--- src/hw/rtl/tlv_stream_parser_macros.svh ---
// Assertion macros for the TLV stream parser.
// Included by RTL files that carry concurrent checks; needs clk and rst_n in scope.
`ifndef TLV_STREAM_PARSER_MACROS_SVH
`define TLV_STREAM_PARSER_MACROS_SVH

// Same-cycle implication, checked outside reset.
`define TSP_ASSERT_NOW(label, ante, cons) \
    label: assert property (@(posedge clk) disable iff (!rst_n) (ante) |-> (cons)) \
        else $error("tlv_stream_parser check failed");

// Next-cycle implication, checked outside reset.
`define TSP_ASSERT_NEXT(label, ante, cons) \
    label: assert property (@(posedge clk) disable iff (!rst_n) (ante) |=> (cons)) \
        else $error("tlv_stream_parser check failed");

`endif

--- src/hw/rtl/tsp_pkg.sv ---
// Package for the TLV stream parser: parse phases and the result record type.
// No dependencies; used by all parser modules.
`timescale 1ns / 1ps
`default_nettype none

package tsp_pkg;

    // Parser phase within a record.
    typedef enum logic [1:0] {
        PH_TYPE  = 2'd0,
        PH_LENLO = 2'd1,
        PH_LENHI = 2'd2,
        PH_VALUE = 2'd3
    } tsp_phase_t;

    // One result beat.
    typedef struct packed {
        logic [7:0]  rec_type;
        logic [15:0] rec_len;
        logic [7:0]  value_byte;
        logic        has_byte;
        logic        rec_end;
        logic        buf_end;
        logic        status;
    } tsp_result_t;

    // Status codes at buffer end.
    localparam logic STATUS_OK        = 1'b0;
    localparam logic STATUS_TRUNCATED = 1'b1;

endpackage

`default_nettype wire

--- src/hw/rtl/tsp_ifs.sv ---
// Valid/ready channel interfaces for the TLV stream parser: byte input and result output.
// Has no dependencies.
`timescale 1ns / 1ps
`default_nettype none

interface tsp_in_if;
    logic       valid;
    logic       ready;
    logic [7:0] in_byte;
    logic       buf_last;

    modport source (output valid, output in_byte, output buf_last, input ready);
    modport sink   (input valid, input in_byte, input buf_last, output ready);
endinterface

interface tsp_out_if;
    logic        valid;
    logic        ready;
    logic [7:0]  rec_type;
    logic [15:0] rec_len;
    logic [7:0]  value_byte;
    logic        has_byte;
    logic        rec_end;
    logic        buf_end;
    logic        status;

    modport source (output valid, output rec_type, output rec_len, output value_byte,
                    output has_byte, output rec_end, output buf_end, output status,
                    input ready);
    modport sink   (input valid, input rec_type, input rec_len, input value_byte,
                    input has_byte, input rec_end, input buf_end, input status,
                    output ready);
endinterface

`default_nettype wire

--- src/hw/rtl/tsp_parse.sv ---
// Record parser: phase machine, held header fields and value byte counter.
// Produces at most one result per accepted beat. Depends on tsp_pkg and the macros header.
`timescale 1ns / 1ps
`default_nettype none

`include "tlv_stream_parser_macros.svh"

module tsp_parse
    import tsp_pkg::*;
(
    input  wire logic        clk,
    input  wire logic        rst_n,
    input  wire logic        in_fire,
    input  wire logic [7:0]  in_byte,
    input  wire logic        buf_last,
    output logic             res_valid,
    output tsp_result_t      res
);

    tsp_phase_t  phase_reg, phase_next;
    logic [7:0]  type_reg, type_next;
    logic [15:0] len_reg, len_next;
    logic [15:0] left_reg, left_next;
    logic [15:0] len_full;
    logic [15:0] left_dec;
    logic        val_done;

    // Header length as it stands once the high byte arrives.
    assign len_full = {in_byte, len_reg[7:0]};
    assign left_dec = (left_reg != 16'd0) ? left_reg - 16'd1 : 16'd0;
    assign val_done = (left_dec == 16'd0);

    // Next phase.
    always_comb
    begin
        phase_next = phase_reg;
        unique case (phase_reg)
            PH_TYPE:
            begin
                phase_next = buf_last ? PH_TYPE : PH_LENLO;
            end
            PH_LENLO:
            begin
                phase_next = buf_last ? PH_TYPE : PH_LENHI;
            end
            PH_LENHI:
            begin
                phase_next = (buf_last || len_full == 16'd0) ? PH_TYPE : PH_VALUE;
            end
            PH_VALUE:
            begin
                phase_next = (buf_last || val_done) ? PH_TYPE : PH_VALUE;
            end
            default:
            begin
                phase_next = PH_TYPE;
            end
        endcase
    end

    // Held fields, counter and the result beat.
    always_comb
    begin
        type_next = type_reg;
        len_next  = len_reg;
        left_next = left_reg;
        res_valid = 1'b0;
        res       = '0;
        unique case (phase_reg)
            PH_TYPE:
            begin
                type_next = in_byte;
                if (buf_last)
                begin
                    left_next  = 16'd0;
                    res_valid  = 1'b1;
                    res.buf_end = 1'b1;
                    res.status  = STATUS_TRUNCATED;
                end
            end
            PH_LENLO:
            begin
                len_next = {8'd0, in_byte};
                if (buf_last)
                begin
                    left_next  = 16'd0;
                    res_valid  = 1'b1;
                    res.buf_end = 1'b1;
                    res.status  = STATUS_TRUNCATED;
                end
            end
            PH_LENHI:
            begin
                len_next = len_full;
                if (buf_last)
                begin
                    left_next  = 16'd0;
                    res_valid  = 1'b1;
                    res.buf_end = 1'b1;
                    res.status  = STATUS_TRUNCATED;
                end
                else if (len_full == 16'd0)
                begin
                    // Empty record in mid-buffer.
                    left_next    = 16'd0;
                    res_valid    = 1'b1;
                    res.rec_type = type_reg;
                    res.rec_end  = 1'b1;
                end
                else
                begin
                    left_next = len_full;
                end
            end
            PH_VALUE:
            begin
                res_valid      = 1'b1;
                res.rec_type   = type_reg;
                res.rec_len    = len_reg;
                res.value_byte = in_byte;
                res.has_byte   = 1'b1;
                res.rec_end    = val_done;
                res.buf_end    = buf_last;
                res.status     = (buf_last && !val_done) ? STATUS_TRUNCATED : STATUS_OK;
                left_next      = (buf_last || val_done) ? 16'd0 : left_dec;
            end
            default:
            begin
                res_valid = 1'b0;
            end
        endcase
    end

    // State registers advance only on an accepted beat.
    always_ff @(posedge clk or negedge rst_n)
    begin
        if (!rst_n)
        begin
            phase_reg <= PH_TYPE;
            type_reg  <= 8'd0;
            len_reg   <= 16'd0;
            left_reg  <= 16'd0;
        end
        else if (in_fire)
        begin
            phase_reg <= phase_next;
            type_reg  <= type_next;
            len_reg   <= len_next;
            left_reg  <= left_next;
        end
    end

    // Inside a value there is always at least one byte still expected.
    `TSP_ASSERT_NOW(a_value_has_left, phase_reg == PH_VALUE, left_reg != 16'd0)

endmodule

`default_nettype wire

--- src/hw/rtl/tsp_out_stage.sv ---
// Output register with one skid entry for the parser's result beats.
// Depends on tsp_pkg and the macros header.
`timescale 1ns / 1ps
`default_nettype none

`include "tlv_stream_parser_macros.svh"

module tsp_out_stage
    import tsp_pkg::*;
(
    input  wire logic        clk,
    input  wire logic        rst_n,
    input  wire logic        push,
    input  wire tsp_result_t push_data,
    output logic             can_accept,
    output logic             out_valid,
    input  wire logic        out_ready,
    output tsp_result_t      out_data
);

    logic        main_valid_reg, main_valid_next;
    logic        skid_valid_reg, skid_valid_next;
    tsp_result_t main_reg, main_next;
    tsp_result_t skid_reg, skid_next;
    logic        pop;

    assign pop        = main_valid_reg && out_ready;
    assign can_accept = !skid_valid_reg;
    assign out_valid  = main_valid_reg;
    assign out_data   = main_reg;

    // Main and skid entry update.
    always_comb
    begin
        main_valid_next = main_valid_reg;
        skid_valid_next = skid_valid_reg;
        main_next       = main_reg;
        skid_next       = skid_reg;
        if (skid_valid_reg)
        begin
            if (pop)
            begin
                main_next       = skid_reg;
                skid_valid_next = 1'b0;
            end
        end
        else if (push)
        begin
            if (!main_valid_reg || pop)
            begin
                main_next       = push_data;
                main_valid_next = 1'b1;
            end
            else
            begin
                skid_next       = push_data;
                skid_valid_next = 1'b1;
            end
        end
        else if (pop)
        begin
            main_valid_next = 1'b0;
        end
    end

    // Control flags.
    always_ff @(posedge clk or negedge rst_n)
    begin
        if (!rst_n)
        begin
            main_valid_reg <= 1'b0;
            skid_valid_reg <= 1'b0;
        end
        else
        begin
            main_valid_reg <= main_valid_next;
            skid_valid_reg <= skid_valid_next;
        end
    end

    // Payload registers.
    always_ff @(posedge clk)
    begin
        main_reg <= main_next;
        skid_reg <= skid_next;
    end

    `TSP_ASSERT_NOW(a_skid_behind_main, skid_valid_reg, main_valid_reg)
    `TSP_ASSERT_NEXT(a_drain_empties,
        main_valid_reg && out_ready && !skid_valid_reg && !push, !main_valid_reg)
    `TSP_ASSERT_NEXT(a_fill_empty_main,
        push && !skid_valid_reg && !main_valid_reg, main_valid_reg && !skid_valid_reg)

endmodule

`default_nettype wire

--- src/hw/rtl/tlv_stream_parser.sv ---
// Top level of the TLV stream parser: record parser feeding a skid-buffered output register.
// Depends on tsp_pkg, tsp_ifs, tsp_parse and tsp_out_stage.
//
//   Channel      Dir  Payload                                          Beat
//   bytes_in     in   in_byte, buf_last                                one buffer byte
//   records_out  out  rec_type, rec_len, value_byte, has_byte,         zero or one per
//                     rec_end, buf_end, status                         input byte
//
// One input byte is taken per cycle while the skid entry is empty; its result, if any,
// enters the output register, or the skid entry when the output stalls. The phase machine
// and 16-bit byte counter update once per accepted byte. Header bytes give no result beat,
// but at a buffer end or for an empty record. When the output stalls, the output register
// and one skid entry hold two results; input stops only once the skid entry is full.
// Reset (rst_n low, asynchronous) returns the parser to expecting a type byte.
`timescale 1ns / 1ps
`default_nettype none

module tlv_stream_parser
    import tsp_pkg::*;
(
    input  wire logic  clk,
    input  wire logic  rst_n,
    tsp_in_if.sink     bytes_in,
    tsp_out_if.source  records_out
);

    logic        can_accept;
    logic        in_fire;
    logic        res_valid;
    tsp_result_t res;
    tsp_result_t out_data;

    assign bytes_in.ready = can_accept;
    assign in_fire        = bytes_in.valid && can_accept;

    // Record parser.
    tsp_parse u_parse (
        .clk       (clk),
        .rst_n     (rst_n),
        .in_fire   (in_fire),
        .in_byte   (bytes_in.in_byte),
        .buf_last  (bytes_in.buf_last),
        .res_valid (res_valid),
        .res       (res)
    );

    // Output register and skid entry.
    tsp_out_stage u_out (
        .clk        (clk),
        .rst_n      (rst_n),
        .push       (in_fire && res_valid),
        .push_data  (res),
        .can_accept (can_accept),
        .out_valid  (records_out.valid),
        .out_ready  (records_out.ready),
        .out_data   (out_data)
    );

    // Result fields onto the output channel.
    assign records_out.rec_type   = out_data.rec_type;
    assign records_out.rec_len    = out_data.rec_len;
    assign records_out.value_byte = out_data.value_byte;
    assign records_out.has_byte   = out_data.has_byte;
    assign records_out.rec_end    = out_data.rec_end;
    assign records_out.buf_end    = out_data.buf_end;
    assign records_out.status     = out_data.status;

endmodule

`default_nettype wire
--- src/flat_wrapper.sv ---
// flat-port wrapper written by rule: the top's interface ports become plain ports
module tlv_stream_parser_flat import tsp_pkg::*;
  (clk, rst_n, bytes_in_valid, bytes_in_in_byte, bytes_in_buf_last, bytes_in_ready, records_out_valid, records_out_rec_type, records_out_rec_len, records_out_value_byte, records_out_has_byte, records_out_rec_end, records_out_buf_end, records_out_status, records_out_ready);
  tsp_in_if bytes_in_i ();
  tsp_out_if records_out_i ();
  input  wire logic clk;
  input  wire logic rst_n;
  input wire logic [$bits(bytes_in_i.valid)-1:0] bytes_in_valid;
  input wire logic [$bits(bytes_in_i.in_byte)-1:0] bytes_in_in_byte;
  input wire logic [$bits(bytes_in_i.buf_last)-1:0] bytes_in_buf_last;
  output wire logic [$bits(bytes_in_i.ready)-1:0] bytes_in_ready;
  output wire logic [$bits(records_out_i.valid)-1:0] records_out_valid;
  output wire logic [$bits(records_out_i.rec_type)-1:0] records_out_rec_type;
  output wire logic [$bits(records_out_i.rec_len)-1:0] records_out_rec_len;
  output wire logic [$bits(records_out_i.value_byte)-1:0] records_out_value_byte;
  output wire logic [$bits(records_out_i.has_byte)-1:0] records_out_has_byte;
  output wire logic [$bits(records_out_i.rec_end)-1:0] records_out_rec_end;
  output wire logic [$bits(records_out_i.buf_end)-1:0] records_out_buf_end;
  output wire logic [$bits(records_out_i.status)-1:0] records_out_status;
  input wire logic [$bits(records_out_i.ready)-1:0] records_out_ready;
  assign bytes_in_i.valid = bytes_in_valid;
  assign bytes_in_i.in_byte = bytes_in_in_byte;
  assign bytes_in_i.buf_last = bytes_in_buf_last;
  assign bytes_in_ready = bytes_in_i.ready;
  assign records_out_valid = records_out_i.valid;
  assign records_out_rec_type = records_out_i.rec_type;
  assign records_out_rec_len = records_out_i.rec_len;
  assign records_out_value_byte = records_out_i.value_byte;
  assign records_out_has_byte = records_out_i.has_byte;
  assign records_out_rec_end = records_out_i.rec_end;
  assign records_out_buf_end = records_out_i.buf_end;
  assign records_out_status = records_out_i.status;
  assign records_out_i.ready = records_out_ready;
  tlv_stream_parser u_core (.clk(clk), .rst_n(rst_n), .bytes_in(bytes_in_i), .records_out(records_out_i));
endmodule
--- config.mk ---
export PLATFORM = sky130hd
export DESIGN_NAME = tlv_stream_parser_flat
export DESIGN_NICKNAME = d
export VERILOG_FILES = /design/src/hw/rtl/tsp_pkg.sv /design/src/hw/rtl/tsp_ifs.sv /design/src/hw/rtl/tsp_parse.sv /design/src/hw/rtl/tsp_out_stage.sv /design/src/hw/rtl/tlv_stream_parser.sv /design/src/flat_wrapper.sv
export VERILOG_INCLUDE_DIRS = /design/src /design/src/hw/rtl
export SDC_FILE = /design/constraint.sdc
export NUM_CORES = 1
export LEC_CHECK = 0
export BUFFER_PORTS_ARGS = -buffer_cell sky130_fd_sc_hd__buf_2
export CORE_MARGIN = 2
export CORE_UTILIZATION = 60
export CTS_CLUSTER_SIZE = 24
export DETAILED_ROUTE_END_ITERATION = 10
export HOLD_SLACK_MARGIN = 0.05
export PLACE_DENSITY = 0.79
export SYNTH_ARGS = -nofsm -noshare
export SYNTH_HDL_FRONTEND = slang
export SYNTH_SLANG_ARGS = --single-unit
--- constraint.sdc ---
create_clock -name clk -period 4.8 [get_ports clk]
set_input_delay 0.24 -clock clk [delete_from_list [all_inputs] [get_ports clk]]
set_output_delay 0.24 -clock clk [all_outputs]
set_load 0.02 [all_outputs]
---- After elaboration in Yosys (flattened, before gate mapping) ----
Index checks and enable logic that the tools add are counted.
word-level totals
  register bits after elaboration ......... 116
  ROM bits ................................ 0
  memories ................................ 0
  bits in latches ......................... 0
  memory bits (writable) .................. 0
  logic and storage cells ................. 94
cells by class
  shifts and indexed selects .............. 0
  equality and inequality tests ........... 6
  add/subtract/negate cells ............... 1
  magnitude comparators ................... 0
  reduce and logical (&&, ||, !) cells .... 27
  bitwise gates (word level) .............. 3
  div/mod/pow operators ................... 0
  multiplexer cells ....................... 36
  $mul .................................... 0
operator list
  operator                                               count
  two-way mux 36 bit                                     4
  two-way mux 16 bit                                     5
  one-hot mux 16 bit (3 select lines)                    1
  zero test 16 bit                                       2
  one-hot mux 16 bit (2 select lines)                    1
  two-way mux 25 bit                                     1
  two-way mux 8 bit                                      2
  one-hot mux 8 bit (2 select lines)                     1
  nonzero test 16 bit                                    1
  subtractor 16 x 1 -> 16 bit, second input constant     1
  two-way mux 1 bit                                      13
  AND reduction 3 bit                                    4
  two-way mux 2 bit                                      4
  one-hot mux 2 bit (4 select lines)                     1
  nonzero test 2 bit                                     4
  inequality test 2 x 1 -> 1 bit, second input constant  3
  AND reduction 2 bit                                    3
  == test 2 bit, second input constant                   2
  logical AND 1 bit                                      4
  one-hot mux 2 bit (2 select lines)                     1
  zero test 1 bit                                        3
  logical OR 1 bit                                       3
  inverter 1 bit                                         3
  one-hot mux 1 bit (3 select lines)                     1
  5 further kinds                                        5

---- Depth between registers and ports, before layout ----
Gate-level depths: netlist of the first run.
  depth in word-level cells ............... 10
  mapped depth ............................ 10
  mapped depth without buffers ............ 9

---- By module ----
Synthesis of the first run repeated with hierarchy kept, for this count alone.
second synthesis, totals
  cells, all modules ...................... 455
  area total of the unflattened synthesis .. 5627.9 um^2
modules (own cells, without submodules)
  module             seq. area each (um^2)  times used  area each (um^2)  cells an instance
  tsp_out_stage      2212.1                 1           2894.0            124
  tsp_parse          1051.0                 1           2721.4            329
  tlv_stream_parser  0.0                    1           12.5              2

---- Worst setup path before layout of the first run ----
No wires, ideal clock.
  kind .................................... flip-flop to flip-flop
  start point ............................. register u_core.u_parse.len_reg[3]
  end point ............................... register u_core.u_out.main_reg (netlist bit u_core.u_out.out_data[0]), enable pin
  slack ................................... 1.502 ns
  required time ........................... 4.359 ns
  cell stages (with the launch flop) ...... 6
  arrival ................................. 2.856 ns
  path through ............................ dfrtp_1 -> nor4_1 -> and4_1 -> a211o_1 -> nand2_1 -> a21oi_1
between the ends
  word-level cells in the longest chain between the ends .. 7
ends and longest elaborated chain
  item                                  RTL line                 text
  start, declared                       tsp_parse.sv:22          logic [15:0] len_reg, len_next;
  start signal, assigned                tsp_parse.sv:148         len_reg <= len_next;
  zero test 16 bit                      tsp_parse.sv:102         else if (len_full == 16'd0)
  two-way mux 1 bit                     tsp_parse.sv:102
  two-way mux 1 bit                     tsp_parse.sv:95          if (buf_last)
  one-hot mux 1 bit (3 select lines)    tsp_parse.sv:69          unique case (phase_reg)
  logical AND 1 bit                     tlv_stream_parser.sv:51  .push (in_fire && res_valid),
  nonzero test 2 bit (no source line)   --
  AND reduction 3 bit (no source line)  --
  end signal, assigned                  tsp_out_stage.sv:84      main_reg <= main_next;
  end, declared                         tsp_out_stage.sv:23      tsp_result_t main_reg, main_next;
No other way between the ends.
A chain may end at the register's enable or synchronous reset.

---- Worst setup path after layout of the first run ----
  start point ............................. register u_core.u_parse.phase_reg[1]
  end point ............................... register u_core.u_out.main_reg (netlist bit u_core.u_out.out_data[26]), enable pin
between the ends
  word-level cells in the longest chain between the ends .. 6
  elaborated cells on any way between the ends .. 9
  classes of those cells .................. eq/ne (3); mux (1); reduce/logical (5)
ends and longest elaborated chain
  item                                                       RTL line                 text
  start, declared                                            tsp_parse.sv:20          tsp_phase_t phase_reg, phase_next;
  start signal, assigned                                     tsp_parse.sv:146         phase_reg <= phase_next;
  == test 2 x 1 -> 1 bit or zero test 2 bit (tied branches)  tsp_parse.sv:69
  OR reduction 2 bit (no source line)                        --
  one-hot mux 1 bit (3 select lines) (*)                     tsp_parse.sv:69
  logical AND 1 bit (*)                                      tlv_stream_parser.sv:51
  nonzero test 2 bit (no source line) (*)                    --
  AND reduction 3 bit (no source line) (*)                   --
Every way passes the cells marked *; elsewhere a longest branch is shown, timed or not.

==> metrics, run 1 <==
io pins=51; slowest cell on the critical path=a21oi_4; Synth Area in Adders=1.37%; post-synthesis simple-gate area fraction=19.2%; relative slew slack=20.5%; Final Routed Wirelength=11.4 mm; TritonCTS clock tree=done; CP peak stage delay=0.98 ns; clock period minus final worst setup slack=2.95 ns; Die W=99.5 µm; CTS buffer count=17; power per standard cell area=727 mW/mm²; # diodes=0; worst r2r dst=u_core.u_out.out_data[26]; DRC viols=0; Critical Path RT=4.92 ns; initial antenna violation count=0; RePlAce Congestion=0.923; clock skew=0.00852 ns; final slew viol count=0; RSZ-0062 raised after global routing=no; all-layer global routing usage=24.8%; Post-synth top cells=edfxtp_1 (72), nand2_1 (51), dfrtp_1 (44); postcts setup bufs=0; H-tree depth=4; vias=3,782; r2r startpoint=u_core.u_parse.phase_reg[1]; yosys warns=0; CP Capture Type=flop; Seq/Total Area, Yosys=59.6%; clock group share of total power=25.8%; Starting Density=62.5%; syn_area_per_cell=12.0 µm²; Clock Pin Slew Worst Setup and Hold Paths=0.06 ns; Internal=2.86 mW; MaxCap Viol Count=0; total grt overflow=0; CTS resizes=0; final setup TNS=0 ns; Post-CTS Hold Fix Bufs=3; worst setup path class=flop to flop; final worst path period share=61.5%; Cell Chain, Critical Path=ha_1, a211o_1, nand2_1, a21oi_4; ratio of cells with drive above 1 in the final layout=26.7%; port bufs=50; Hold Path Sink=u_core.u_parse.len_reg[7]; Combinational Power Share=38.2%; Buffers & Inverters on Critical Path=0; Sw Share=38.5%; drt wl/cell=18.1 µm; CTS Root Cell=clkbuf_8; post-synthesis xor/xnor area fraction=0.320%; most frequent cell after synthesis=edfxtp_1; Mapped Cells=456; placed instance area=0.00580 mm²; final layout net count=527; post-synthesis mux area share=8.80%; Post-Layout Cell Count=629; highest achievable clock rate=0.339 GHz; Leak Pwr=2.61 nW; Routed Antenna Nets=0; die area=0.00990 mm²; critical path startpoint category=flop; crit-path max FO=36; sinks on the clock net=116; largest cells by area after synthesis=edfxtp_1 (40%), dfrtp_1 (20%), mux2_2 (8.4%); Synthesized Nets=475; hold crit path type=input port to flop; Worst-Margin Slew=1.19 ns; R2R setup slack=1.85 ns; status=completed; Hold Crit Depth=3; Seq pwr share=36.0%; Arr. time, crit path=3.07 ns; dpl ws=1.87 ns; Yosys top cell by area=edfxtp_1; predominant post-synthesis flop cell=edfxtp_1; number of synthesized flops with an enable pin=72; Yosys reg bits=116; largest family of logic cells by synthesized area=simple AND/OR/NAND/NOR gates; vias in the first global route=3,732; drt first pass iters=5; final hold vios=0; DRT iter0 DRCs=313; DP HPWL=7.23 mm; first-pass GRT wire length=19.0 mm; synth-to-layout area growth=16.9%; dpl cells=594; Netlist Area Pre-Place=0.00547 mm²; # setup viols final=0; routed vias/inst=6.01; Max Root-Sink Buffers=2; Die Ht=99.5 µm; Worst Reg-to-Reg Cells=4; Worst VDD drop=0.000531 V; P_sw=1.79 mW; largest net degree at the start of global routing=45; WP depth=4; # rows=34; Synth top area share=39.5%; Core Area=0.00876 mm²; Worst-Skew Late Latency=0.51 ns; post-synthesis cell type count=56; asr flop ratio synth=37.9%; Finished Cell Area=0.00640 mm²; complex-gate fraction of the synthesized area=8.32%; fin worst setup slack=1.85 ns; hold_sp=bytes_in_in_byte[7]; Top delay family on crit path=compound AO/OA/AOI/OAI gates
## layout make-up
cell class,count,area [µm²]
inverters,9,33.8
repair buffers,56,303
flip-flops and latches,116,3260
clock inverters,15,155
multi-input cells,308,2090
fillers,554,2370
well taps,108,135
clock buffers,17,414
## power groups by stage
stage | Sequential [mW] | Combinational, mW | Clock [mW]
2_1_floorplan | 1.75 | 1.26 | 0
3_3_place_gp | 1.66 | 1.71 | 0
3_5_place_dp | 1.68 | 1.75 | 0
4_1_cts | 1.67 | 1.77 | 1.21
5_1_grt | 1.71 | 1.96 | 1.26
6_report | 1.67 | 1.78 | 1.20
## metrics by stage
stage	util (%)	hold WS, ns	total power [mW]
after floorplan	-	-0.0556	3.00
after global placement	66.1	0.444	3.37
after detailed placement	66.1	0.462	3.43
after CTS	73.0	0.0543	4.64
after global routing	73.0	0.0596	4.93
final	73.0	0.0717	4.65
## how the worst max path moves through the flow
| stage | startpoint | to |
|---|---|---|
| 6_report | u_core.u_parse.phase_reg[1] | u_core.u_out.out_data[26] |
| 5_1_grt | u_core.u_parse.phase_reg[1] | u_core.u_out.out_data[26] |
| 4_1_cts | u_core.u_parse.phase_reg[1] | u_core.u_out.out_data[4] |
| 3_5_place_dp | u_core.u_parse.phase_reg[1] | u_core.u_out.out_data[23] |
| 3_3_place_gp | u_core.u_parse.phase_reg[1] | u_core.u_out.out_data[16] |
| 2_1_floorplan | u_core.u_parse.len_reg[3] | u_core.u_out.out_data[0] |
## per-layer routing
layer | track usage (%) | wire, µm | vias to the layer above
met3 | 7.24 | 635 | 19
met1 | 33.7 | 5050 | 1857
met4 | 7.38 | 214 | 0
met5 | 0 | 0 | -
met2 | 39.4 | 5510 | 134
li1 | - | - | 1772
## tightest hold or removal path, stage by stage
cell      delay [ns]
buf_2           0.15
nand2b_1        0.08
o21ai_0         0.06
## kinds of logic after synthesis
logic type / Yosys count
multiplexers: 43
buffers and inverters: 32
AO/OA/AOI/OAI: 70
XOR/XNOR: 2
AND/OR/NAND/NOR: 187
adder cells (fa/ha/maj): 6
flip-flops: 116
## layout by cell type (no fill, tap or decap), types with 9 or more instances in the layout
cell,netlist,final
a21oi_1,12,11
and2_1,26,26
buf_2,1,50
clkbuf_16,0,16
dfrtp_1,44,44
edfxtp_1,72,72
mux2_2,41,41
nand2_1,51,51
nand2b_1,10,10
nand3_1,19,19
nand4_1,9,9
nor2_1,21,21
nor2b_1,13,13
nor4_1,9,9
o21ai_0,29,29
(Power assumes the default switching activity.)
==> inputs of run 2 (changes only) <==
--- a/config.mk
+++ b/config.mk
@@ -8,11 +8,11 @@
 export LEC_CHECK = 0
 export BUFFER_PORTS_ARGS = -buffer_cell sky130_fd_sc_hd__buf_2
 export CORE_MARGIN = 2
-export CORE_UTILIZATION = 60
+export CORE_UTILIZATION = 53
 export CTS_CLUSTER_SIZE = 24
 export DETAILED_ROUTE_END_ITERATION = 10
 export HOLD_SLACK_MARGIN = 0.05
-export PLACE_DENSITY = 0.79
+export PLACE_DENSITY = 0.74
 export SYNTH_ARGS = -nofsm -noshare
 export SYNTH_HDL_FRONTEND = slang
 export SYNTH_SLANG_ARGS = --single-unit
==> constraint.sdc (replaced) <==
create_clock -name clk -period 2.6 [get_ports clk]
set_input_delay 0.13 -clock clk [delete_from_list [all_inputs] [get_ports clk]]
set_output_delay 0.13 -clock clk [all_outputs]
set_load 0.02 [all_outputs]
==> run 2 against run 1 <==
Worst hold slack improved by 0.10 ns. Highest routed layer unchanged. Non-clock buffer count up 22. Critical path depth grew 3. Critical endpoint is now u_core.u_parse.left_reg[1]. Cell count increased by 7.9%. Count of clock-buffer cells in the layout up 1. Combinational power increased by 97%. Via count up 1.7%. Core utilization decreased by 7.9 points.
==> metrics, run 2 (same netlist as run 1, synthesis figures left out) <==
worst setup path class=flop to flop (unchanged); Die W=106 µm (was 99.5 µm); relative slew slack=32.0% (was 20.5%); R2R setup slack=0.16 ns (was 1.85 ns); H-tree depth=4 (unchanged); dpl ws=0.163 ns (was 1.87 ns); routed vias/inst=5.67 (was 6.01); Hold Crit Depth=4 (was 3); Max Root-Sink Buffers=2 (unchanged); CTS Root Cell=clkbuf_8 (unchanged); die area=0.0112 mm² (was 0.00990 mm²); final hold vios=0 (unchanged); Starting Density=53.7% (was 62.5%); Leak Pwr=2.70 nW (was 2.61 nW); drt wl/cell=17.7 µm (was 18.1 µm); port bufs=50 (unchanged); fin worst setup slack=0.164 ns (was 1.85 ns); Worst-Margin Slew=1.02 ns (was 1.19 ns); vias=3,848 (was 3,782); CTS buffer count=17 (unchanged); vias in the first global route=3,832 (was 3,732); CP peak stage delay=0.47 ns (was 0.98 ns); Final Routed Wirelength=12.0 mm (was 11.4 mm); drt first pass iters=5 (unchanged); Routed Antenna Nets=0 (unchanged); Arr. time, crit path=2.82 ns (was 3.07 ns); DRC viols=0 (unchanged); final layout net count=549 (was 527); TritonCTS clock tree=done (unchanged); Worst-Skew Late Latency=0.52 ns (was 0.51 ns); total grt overflow=0 (unchanged); slowest cell on the critical path=dfrtp_1 (was a21oi_4); clock period minus final worst setup slack=2.44 ns (was 2.95 ns); hold crit path type=input port to flop (unchanged); Worst VDD drop=0.000694 V (was 0.000531 V); critical path startpoint category=flop (unchanged); Cell Chain, Critical Path=nor4_4, nand3_2, o31ai_4, nand4_2, nor4b_2, nand2b_4, o311ai_4 (was ha_1, a211o_1, nand2_1, a21oi_4); fin util=65.1% (was 73.0%); sinks on the clock net=116 (unchanged); # diodes=0 (unchanged); MaxCap Viol Count=0 (unchanged); status=completed (unchanged); # setup viols final=0 (unchanged); Core Area=0.0102 mm² (was 0.00876 mm²); # rows=37 (was 34); Hold Path Sink=u_core.u_parse.phase_reg[0] (was u_core.u_parse.len_reg[7]); final worst path period share=93.7% (was 61.5%); clock skew=0.00510 ns (was 0.00852 ns); all-layer global routing usage=23.0% (was 24.8%); initial antenna violation count=0 (unchanged); Worst Reg-to-Reg Cells=7 (was 4); final slew viol count=0 (unchanged); r2r startpoint=u_core.u_parse.left_reg[8] (was u_core.u_parse.phase_reg[1]); Die Ht=106 µm (was 99.5 µm); Overall Power=8.72 mW (was 4.65 mW); crit-path max FO=8 (was 36); placed instance area=0.00595 mm² (was 0.00580 mm²); power per standard cell area=1310 mW/mm² (was 727 mW/mm²); ratio of cells with drive above 1 in the final layout=28.2% (was 26.7%); hold_sp=bytes_in_valid (was bytes_in_in_byte[7]); largest net degree at the start of global routing=45 (unchanged); highest achievable clock rate=0.411 GHz (was 0.339 GHz); Clock Pin Slew Worst Setup and Hold Paths=0.06 ns (about the same); DP HPWL=7.71 mm (was 7.23 mm); first-pass GRT wire length=19.8 mm (was 19.0 mm); synth-to-layout area growth=21.2% (was 16.9%); Finished Cell Area=0.00663 mm² (was 0.00640 mm²); RePlAce Congestion=0.870 (was 0.923); worst r2r dst=u_core.u_parse.left_reg[1] (was u_core.u_out.out_data[26]); most common cell after layout, fill and taps aside=edfxtp_1 (unchanged); io pins=51 (unchanged); fillcell total=758 (was 554); Critical Path RT=2.99 ns (was 4.92 ns); RSZ-0062 raised after global routing=no (unchanged); most frequent cells in the layout=edfxtp_1 (72), nand2_1 (51), buf_2 (50) (unchanged); CP Capture Type=flop (unchanged); DRT iter0 DRCs=241 (was 313); final setup TNS=0 ns (unchanged)
## run 2: cell count changes in the layout (fill, tap and decap cells not counted)
cell | before | now
buf_12 | 0 | 2
clkbuf_8 | 1 | 2
inv_8 | 0 | 1
clkinvlp_4 | 5 | 7
clkinv_1 | 2 | 1
clkinv_4 | 2 | 1
bufinv_16 | 2 | 1
buf_4 | 3 | 14
dlygate4sd3_1 | 3 | 12
inv_6 | 3 | 2
## run 2: routing by layer
layer / global-route usage, % / part of all wire (%)
met1: 30.6 / 44
met2: 36.5 / 49
met3: 5.57 / 5.2
met4: 9.02 / 1.4
met5: 0 / 0
## run 2: layout make-up
| cell class | instances | area (µm²) | area share, % |
|---|---|---|---|
| Clock buffer | 18 | 428 | 6.45 |
| Clock inverter | 14 | 130 | 1.96 |
| Inverter | 9 | 33.8 | 0.509 |
| Multi-Input combinational cell | 308 | 2090 | 31.5 |
| Sequential cell | 116 | 3260 | 49.2 |
| Tap cell | 136 | 170 | 2.57 |
| Timing Repair Buffer | 78 | 515 | 7.77 |
## run 2: worst max-delay path by stage
stage	endpoint	cells past startpoint	from	slack, ns
after floorplan	u_core.u_out.out_data[0]	5	u_core.u_parse.len_reg[3]	0.01
after global placement	u_core.u_out.out_data[0]	7	u_core.u_parse.left_reg[5]	0.23
after detailed placement	u_core.u_parse.left_reg[1]	7	u_core.u_parse.left_reg[5]	0.16
after CTS	u_core.u_parse.left_reg[1]	7	u_core.u_parse.left_reg[5]	0.13
after global routing	u_core.u_parse.left_reg[1]	9	u_core.u_parse.left_reg[1]	0.003
final	u_core.u_parse.left_reg[1]	7	u_core.u_parse.left_reg[8]	0.16
## run 2: metrics by stage
stage | hold WS, ns | std cells
after CTS | 0.150 | 678
after global routing | 0.205 | 679
after global placement | 0.341 | 634
after floorplan | -0.166 | 456
final | 0.172 | 679
after detailed placement | 0.371 | 634
## run 2: power breakdown
group          internal [mW]  leakage (nW)  switching [mW]
Combinational           1.42          1.20            2.07
Clock                   1.30         0.254           0.850
Sequential              2.64          1.25           0.428
## run 2: worst max-delay path, delay by kind of cell (launching register included)
kind	cells	cell delay, ns
AND/OR/NAND/NOR	5	1.47
flip-flops	1	0.47
AO/OA/AOI/OAI	2	0.35
## run 2: repair_timing
| action | 4_1_cts | 5_1_grt |
|---|---|---|
| setup buffers | 0 | 1 |
| endpoints found under the setup margin | 0 | 7 |
| hold buffers | 12 | 0 |
| gates resized for setup | 0 | 0 |
| hold endpoints to repair | 80 | 0 |
